File: config.mk
export PLATFORM = sky130hd
export DESIGN_NAME = csv_field_tokenizer
export DESIGN_NICKNAME = d
export VERILOG_FILES = /design/src/rtl/csv_tok_pkg.sv /design/src/rtl/csv_field_tokenizer.sv /design/src/rtl/csv_tok_parse.sv /design/src/rtl/csv_tok_stats.sv
export SDC_FILE = /design/constraint.sdc
export NUM_CORES = 1
export LEC_CHECK = 0
export BUFFER_PORTS_ARGS = -buffer_cell sky130_fd_sc_hd__buf_4
export CORE_MARGIN = 2
export CORE_UTILIZATION = 58
export CTS_CLUSTER_DIAMETER = 100
export DETAILED_ROUTE_END_ITERATION = 12
export PLACE_DENSITY = 0.87
export SYNTH_ARGS = -nofsm -noshare
export SYNTH_HDL_FRONTEND = slang
export SYNTH_SLANG_ARGS = --single-unit
File: constraint.sdc
create_clock -name clk -period 6.9 [get_ports clk]
set_input_delay 0.69 -clock clk [delete_from_list [all_inputs] [get_ports clk]]
set_output_delay 0.69 -clock clk [all_outputs]
set_load 0.1 [all_outputs]
File: src/rtl/csv_tok_pkg.sv
// Shared constants and types for the CSV field tokenizer.
`timescale 1ns / 1ps

package csv_tok_pkg;

    // Default counter widths
    localparam int COUNT_BITS_DEF       = 32;
    localparam int FIELD_COUNT_BITS_DEF = 16;

    // Special characters
    localparam logic [7:0] CH_COMMA = 8'h2C;
    localparam logic [7:0] CH_QUOTE = 8'h22;
    localparam logic [7:0] CH_CR    = 8'h0D;
    localparam logic [7:0] CH_LF    = 8'h0A;
    localparam logic [7:0] CH_NUL   = 8'h00;

    // Per-byte token event from the parser
    typedef struct packed {
        logic       char_valid;
        logic [7:0] char_out;
        logic       field_end;
        logic       row_end;
        logic       row_malformed;
    } tok_event_t;

endpackage

File: src/rtl/csv_field_tokenizer.sv
// Top level of the streaming CSV field tokenizer.
//
//  channel   handshake                   payload
//  input     byte_valid / byte_ready     data_byte, end_of_file
//  output    result_valid / result_ready char_valid .. bad_rows
//
// One byte per cycle sustained while result_ready is high; each byte's result
// passes the input register, then parse and the result register.
// The per-byte quote/row state is the only feedback loop.
// A stalled output holds both stages; the input register still fills while a
// result waits. Reset clears the parse state, counters and valid flags.
`timescale 1ns / 1ps

module csv_field_tokenizer
    import csv_tok_pkg::*;
#(
    parameter int COUNT_BITS       = COUNT_BITS_DEF,
    parameter int FIELD_COUNT_BITS = FIELD_COUNT_BITS_DEF
)
(
    input  logic                        clk,
    input  logic                        rst_n,
    input  logic                        byte_valid,
    output logic                        byte_ready,
    input  logic [7:0]                  data_byte,
    input  logic                        end_of_file,
    output logic                        result_valid,
    input  logic                        result_ready,
    output logic                        char_valid,
    output logic [7:0]                  char_out,
    output logic                        field_end,
    output logic                        row_end,
    output logic                        row_malformed,
    output logic [FIELD_COUNT_BITS-1:0] row_field_count,
    output logic [COUNT_BITS-1:0]       rows_seen,
    output logic [COUNT_BITS-1:0]       fields_seen,
    output logic [FIELD_COUNT_BITS-1:0] widest_row,
    output logic [COUNT_BITS-1:0]       bad_rows
);

    logic                        in_vld_reg;
    logic [7:0]                  byte_reg;
    logic                        eof_reg;
    logic                        out_vld_reg;
    tok_event_t                  evt_reg;
    logic [FIELD_COUNT_BITS-1:0] rfc_reg;

    logic                        out_free, step;
    tok_event_t                  evt;
    logic [FIELD_COUNT_BITS-1:0] row_count;

    assign out_free   = !out_vld_reg || result_ready;
    assign step       = in_vld_reg && out_free;
    assign byte_ready = !in_vld_reg || out_free;

    // Input register
    always_ff @(posedge clk or negedge rst_n)
    begin
        if (!rst_n)
        begin
            in_vld_reg <= 1'b0;
        end
        else if (byte_ready)
        begin
            in_vld_reg <= byte_valid;
        end
    end

    always_ff @(posedge clk)
    begin
        if (byte_ready && byte_valid)
        begin
            byte_reg <= data_byte;
            eof_reg <= end_of_file;
        end
    end

    csv_tok_parse #(
        .FIELD_COUNT_BITS(FIELD_COUNT_BITS)
    ) u_parse (
        .clk        (clk),
        .rst_n      (rst_n),
        .step       (step),
        .data_byte  (byte_reg),
        .end_of_file(eof_reg),
        .event_out  (evt),
        .row_count  (row_count)
    );

    // Statistics registers load together with the result register
    csv_tok_stats #(
        .COUNT_BITS      (COUNT_BITS),
        .FIELD_COUNT_BITS(FIELD_COUNT_BITS)
    ) u_stats (
        .clk          (clk),
        .rst_n        (rst_n),
        .step         (step),
        .row_end      (evt.row_end),
        .row_malformed(evt.row_malformed),
        .row_count    (row_count),
        .rows_seen    (rows_seen),
        .fields_seen  (fields_seen),
        .widest_row   (widest_row),
        .bad_rows     (bad_rows)
    );

    // Result register
    always_ff @(posedge clk or negedge rst_n)
    begin
        if (!rst_n)
        begin
            out_vld_reg <= 1'b0;
        end
        else if (out_free)
        begin
            out_vld_reg <= in_vld_reg;
        end
    end

    always_ff @(posedge clk)
    begin
        if (step)
        begin
            evt_reg <= evt;
            rfc_reg <= row_count;
        end
    end

    assign result_valid    = out_vld_reg;
    assign char_valid      = evt_reg.char_valid;
    assign char_out        = evt_reg.char_out;
    assign field_end       = evt_reg.field_end;
    assign row_end         = evt_reg.row_end;
    assign row_malformed   = evt_reg.row_malformed;
    assign row_field_count = rfc_reg;

    // Checks
    a_malformed_needs_row_end: assert property (@(posedge clk) disable iff (!rst_n)
        result_valid && row_malformed |-> row_end)
        else $error("row_malformed without row_end");

    a_comma_no_char: assert property (@(posedge clk) disable iff (!rst_n)
        result_valid && field_end |-> !char_valid)
        else $error("field_end together with a character");

    a_rows_monotonic: assert property (@(posedge clk) disable iff (!rst_n)
        1'b1 |=> rows_seen >= $past(rows_seen))
        else $error("rows_seen decreased");

    a_bad_le_rows: assert property (@(posedge clk) disable iff (!rst_n)
        bad_rows <= rows_seen)
        else $error("bad_rows exceeds rows_seen");

endmodule

File: src/rtl/csv_tok_parse.sv
// Quote/row state machine: decodes one byte per step into a token event.
`timescale 1ns / 1ps

module csv_tok_parse
    import csv_tok_pkg::*;
#(
    parameter int FIELD_COUNT_BITS = FIELD_COUNT_BITS_DEF
)
(
    input  logic                        clk,
    input  logic                        rst_n,
    input  logic                        step,
    input  logic [7:0]                  data_byte,
    input  logic                        end_of_file,
    output tok_event_t                  event_out,
    output logic [FIELD_COUNT_BITS-1:0] row_count
);

    typedef enum logic [1:0] {
        MODE_UNQUOTED   = 2'd0,
        MODE_QUOTED     = 2'd1,
        MODE_QUOTE_SEEN = 2'd2,
        MODE_SKIP       = 2'd3
    } mode_t;

    localparam logic [FIELD_COUNT_BITS-1:0] FIELD_MAX = '1;

    mode_t                       mode_reg, mode_next;
    logic                        begun_reg, begun_next;
    logic [FIELD_COUNT_BITS-1:0] cnt_reg, cnt_next;

    logic is_lf, is_nul, is_term;
    logic unq, in_row, row_close, bad;

    assign is_lf   = (data_byte == CH_LF);
    assign is_nul  = (data_byte == CH_NUL);
    assign is_term = is_lf || is_nul;

    // Next state and event decode
    always_comb
    begin
        mode_next = mode_reg;
        begun_next = begun_reg;
        cnt_next = cnt_reg;
        event_out = '0;
        unq = 1'b0;
        in_row = 1'b0;
        row_close = 1'b0;
        bad = 1'b0;
        row_count = '0;

        unique case (mode_reg)
            MODE_SKIP:
            begin
                if (is_lf)
                begin
                    mode_next = MODE_UNQUOTED;
                end
            end
            MODE_QUOTED:
            begin
                if (is_term)
                begin
                    row_close = 1'b1;
                    bad = 1'b1;
                    mode_next = is_nul ? MODE_SKIP : MODE_UNQUOTED;
                end
                else
                begin
                    in_row = 1'b1;
                    if (data_byte == CH_QUOTE)
                    begin
                        mode_next = MODE_QUOTE_SEEN;
                    end
                    else
                    begin
                        event_out.char_valid = 1'b1;
                        event_out.char_out = data_byte;
                    end
                end
            end
            MODE_QUOTE_SEEN:
            begin
                if (data_byte == CH_QUOTE)
                begin
                    // doubled quote is a literal quote
                    in_row = 1'b1;
                    event_out.char_valid = 1'b1;
                    event_out.char_out = CH_QUOTE;
                    mode_next = MODE_QUOTED;
                end
                else
                begin
                    mode_next = MODE_UNQUOTED;
                    unq = 1'b1;
                end
            end
            MODE_UNQUOTED:
            begin
                unq = 1'b1;
            end
            default:
            begin
                unq = 1'b1;
            end
        endcase

        // Unquoted handling
        if (unq)
        begin
            if (is_term)
            begin
                row_close = 1'b1;
                mode_next = is_nul ? MODE_SKIP : MODE_UNQUOTED;
            end
            else
            begin
                in_row = 1'b1;
                if (data_byte == CH_COMMA)
                begin
                    event_out.field_end = 1'b1;
                    cnt_next = (cnt_reg == FIELD_MAX) ? cnt_reg : cnt_reg + 1'b1;
                    begun_next = 1'b0;
                end
                else if (data_byte == CH_CR)
                begin
                    // carriage return dropped
                end
                else if (data_byte == CH_QUOTE && !begun_reg)
                begin
                    mode_next = MODE_QUOTED;
                    begun_next = 1'b1;
                end
                else
                begin
                    event_out.char_valid = 1'b1;
                    event_out.char_out = data_byte;
                    begun_next = 1'b1;
                end
            end
        end

        // Flush an open row at end of file
        if (end_of_file && in_row && !row_close)
        begin
            row_close = 1'b1;
            bad = (mode_next == MODE_QUOTED);
        end

        if (row_close)
        begin
            row_count = (cnt_next == FIELD_MAX) ? cnt_next : cnt_next + 1'b1;
            cnt_next = '0;
            begun_next = 1'b0;
        end

        if (end_of_file)
        begin
            mode_next = MODE_UNQUOTED;
            begun_next = 1'b0;
        end

        event_out.row_end = row_close;
        event_out.row_malformed = row_close && bad;
    end

    // State registers
    always_ff @(posedge clk or negedge rst_n)
    begin
        if (!rst_n)
        begin
            mode_reg <= MODE_UNQUOTED;
            begun_reg <= 1'b0;
            cnt_reg <= '0;
        end
        else if (step)
        begin
            mode_reg <= mode_next;
            begun_reg <= begun_next;
            cnt_reg <= cnt_next;
        end
    end

endmodule

File: src/rtl/csv_tok_stats.sv
// Saturating running statistics over ended rows.
`timescale 1ns / 1ps

module csv_tok_stats
    import csv_tok_pkg::*;
#(
    parameter int COUNT_BITS       = COUNT_BITS_DEF,
    parameter int FIELD_COUNT_BITS = FIELD_COUNT_BITS_DEF
)
(
    input  logic                        clk,
    input  logic                        rst_n,
    input  logic                        step,
    input  logic                        row_end,
    input  logic                        row_malformed,
    input  logic [FIELD_COUNT_BITS-1:0] row_count,
    output logic [COUNT_BITS-1:0]       rows_seen,
    output logic [COUNT_BITS-1:0]       fields_seen,
    output logic [FIELD_COUNT_BITS-1:0] widest_row,
    output logic [COUNT_BITS-1:0]       bad_rows
);

    localparam int SUM_BITS =
        ((COUNT_BITS > FIELD_COUNT_BITS) ? COUNT_BITS : FIELD_COUNT_BITS) + 1;
    localparam logic [COUNT_BITS-1:0] COUNT_MAX = '1;
    localparam logic [SUM_BITS-1:0]   SUM_LIMIT = SUM_BITS'(COUNT_MAX);

    logic [COUNT_BITS-1:0]       rows_reg, fields_reg, bad_reg;
    logic [FIELD_COUNT_BITS-1:0] widest_reg;
    logic [SUM_BITS-1:0]         field_sum;

    assign field_sum = SUM_BITS'(fields_reg) + SUM_BITS'(row_count);

    // Counters update when a row closes
    always_ff @(posedge clk or negedge rst_n)
    begin
        if (!rst_n)
        begin
            rows_reg <= '0;
            fields_reg <= '0;
            widest_reg <= '0;
            bad_reg <= '0;
        end
        else if (step && row_end)
        begin
            if (rows_reg != COUNT_MAX)
            begin
                rows_reg <= rows_reg + 1'b1;
            end
            fields_reg <= (field_sum > SUM_LIMIT) ? COUNT_MAX
                                                  : field_sum[COUNT_BITS-1:0];
            if (row_count > widest_reg)
            begin
                widest_reg <= row_count;
            end
            if (row_malformed && bad_reg != COUNT_MAX)
            begin
                bad_reg <= bad_reg + 1'b1;
            end
        end
    end

    assign rows_seen   = rows_reg;
    assign fields_seen = fields_reg;
    assign widest_row  = widest_reg;
    assign bad_rows    = bad_reg;

endmodule
==> impl_metrics.csv <==
group,metric,value,unit
run_status,status,"complete, no violations",
yosys,mappedNetlistArea,9780,um^2
floorplan,num_rows,47,
yosys,synth-seq-area-share,45.4,%
global_route,grt_pass1_wl,42.2,mm
yosys,synthTopCellsByArea,"dfrtp_1 (34%), edfxtp_1 (11%), ha_1 (5.0%)",
timing,slew_headroom,45.4,%
finish,areaGrowthSynthToFinish,21.4,%
timing,slew_viol_final,0,
finish,drive_above_1_share,21.4,%
critical_path,startpoint_type,"register",
critical_path,critPathLaunch,"byte_reg[7]",
yosys,ys_seq_elements,170,
yosys,synth_cells,1023,
worst_hold_path,min_path_type,"in -> async",
clock_tree,clkTransAtPathRegs,0.07,ns
timing,timing.final.crit_share,95.2,%
yosys,async_flop_share,78.2,%
clock_tree,htreeDepth,4,
power_and_ir_drop,p_per_area,264,nW/um^2
clock_tree,cts_resized,0,
critical_path,r2r_start,"byte_reg[7]",
clock_tree,cts.sinks,170,
timing,rsz0062_at_grt,"false",
timing,fin_ws,0.333,ns
critical_path,critPathMaxStageDelay,0.64,ns
floorplan,start_util,59.2,%
clock_tree,cts_tree,"done",
finish,final_common_cell,"buf_4",
drt,vias,8676,
clock_tree,root_buffer,"clkbuf_16",
critical_path,crit_chain,"or4b_4, or4_1, or4_1, and3_4, or3_4, nor4_1, buf_4, a211oi_1, nand2b_1, xnor2_1, nor2_1, ha_1, a21o_1, nor4_1, a32o_1, a211oi_4, a21oi_2, or2_2, nand2_1, mux2_1",
timing,tightest_slew,0.819,ns
job,drv_cap,0,
clock_tree,hold_buffers,0,
critical_path,cp_max_fo,9,
drt,first_pass_iters,5,
placed_design,port_buffers,154,
clock_tree,cts_inserted_buffers,17,
yosys,syn_nets,1076,
drt,antenna_left,0,
critical_path,crit_path_top_delay_cell,"or4_1",
drt,vias_per_cell,6.10,
timing,setup_viol,0,
global_route,grt_max_degree,87,
clock_tree,clock_path_buffers,2,
drt,wirelength,25.6,mm
timing,setup_tns,0,ns
yosys,synth_flop_cell,"dfrtp_1",
drt,wl_per_cell,18.0,um
placed_design,pre_cts_slack,0.318,ns
yosys,yosysWarnings,0,
finish,layout.nets,1242,
yosys,netlist.area_leader.share,34.0,%
floorplan,coreArea,16500,um^2
global_route,track_usage,29.4,%
placed_design,place_congestion,1.00,
power_and_ir_drop,ir_drop,0.429,mV
drt,drc,0,
global_route,grt_pass1_vias,8354,
timing,fmax,152,MHz
timing,skew,0.0139,ns
critical_path,crit_arrival,6.88,ns
finish,diodes,0,
timing,period_needed,6.57,ns
power_and_ir_drop,leakagePower,0.00544,uW
floorplan,die_area,17900,um^2
yosys,avgSynthCellArea,9.56,um^2
clock_tree,clock_latency,0.44,ns
placed_design,hpwl,18.2,mm
critical_path,critPathKind,"reg -> reg",
yosys,synth-edff-count,37,
drt,dr.first_iter.drc_count,818,
yosys,ys_types,68,
finish,mostFrequentLayoutCells,"buf_4 (182), dfrtp_1 (133), nand2_1 (117), nor2_1 (76), nand3_1 (53)",
critical_path,cp-end-kind,"register",
floorplan,dieWidth,134,um
critical_path,required,7.21,ns
global_route,antenna_found_initial,0,
global_route,overflow,0,
clock_tree,postCtsSetupBuffers,0,
floorplan,ios,155,
floorplan,die_y,134,um
yosys,yosysTopAreaCell,"dfrtp_1",
timing,timing.final.hold_violations,0,
-- cell families after synthesis --
logic type      synth area share [%]
simple gates                    22.1
compound gates                  12.4
flops                           45.4
xor+xnor                        8.60
buf+inv                         2.81
fa+ha+maj                       5.30
mux                             3.47
-- cells in the mapped netlist (11+ instances only) --
cell	instances
nor3_1	42
nand4_1	30
nor2_1	79
a31oi_1	13
o21ai_0	46
and2_1	14
nand2_1	117
inv_1	36
edfxtp_1	37
mux2_2	17
clkbuf_1	31
ha_1	39
and3_1	27
nor4_1	12
xor2_1	44
a21oi_1	43
dfrtp_1	133
a21o_1	19
xnor2_1	52
nand3_1	53
nor2b_1	11
-- worst max-delay path: cells and delay by family, from the launching register on --
kind | cells | cell delay [ns]
AND/OR/NAND/NOR | 11 | 4.16
AO/OA/AOI/OAI | 5 | 1.01
flip-flops | 1 | 0.41
adder cells (fa/ha/maj) | 1 | 0.31
multiplexers | 1 | 0.28
buffers and inverters | 1 | 0.19
XOR/XNOR | 1 | 0.07
-- metal layers --
layer | global-route usage [%] | vias up | part of all wire [%]
met5 | 0 | - | 0
met4 | 13.4 | 0 | 3.5
met3 | 6.08 | 72 | 8.0
met2 | 46.7 | 440 | 47
met1 | 38.9 | 4156 | 41
li1 | - | 4008 | -
-- final timing paths --
check | to | slack (ns) | cells after the start
worst max-delay path | u_stats.fields_seen[28] | 0.33 | 20
worst min-delay path | u_parse.cnt_reg[0] | 0.30 | 1
worst max register to register | u_stats.fields_seen[28] | 0.33 | 20
worst min register to register | u_stats.bad_rows[8] | 0.49 | 1
max in group asynchronous | u_stats.bad_rows[23] | 5.43 | 2
min in group clk | byte_reg[4] | 0.43 | 1
-- power breakdown --
| group | switching, uW | internal (uW) |
|---|---|---|
| Clock | 440 | 475 |
| Sequential | 76.8 | 1110 |
| Combinational | 792 | 245 |
| Total | 1310 | 1830 |
-- through the flow --
step / hold slack, ns / area [um^2] / util [%] / power, uW / instances
2_1_floorplan: 0.394 / 9780 / - / 1990 / 1023
3_3_place_gp: 0.474 / 11300 / 68.4 / 2210 / 1390
3_5_place_dp: 0.478 / 11300 / 68.4 / 2220 / 1390
4_1_cts: 0.345 / 11900 / 71.7 / 3140 / 1422
5_1_grt: 0.378 / 11900 / 71.9 / 3250 / 1422
6_report: 0.303 / 11900 / 71.9 / 3130 / 1422
-- area by class of cell --
| cell class | count | area, um^2 |
|---|---|---|
| clock buffers | 17 | 425 |
| clock inverters | 15 | 134 |
| fillers | 1168 | 4650 |
| inverters | 36 | 135 |
| multi-input cells | 781 | 5090 |
| flip-flops and latches | 170 | 4440 |
| well taps | 220 | 275 |
| repair buffers | 183 | 1380 |
No activity file was read; power rests on OpenSTA's default activity.
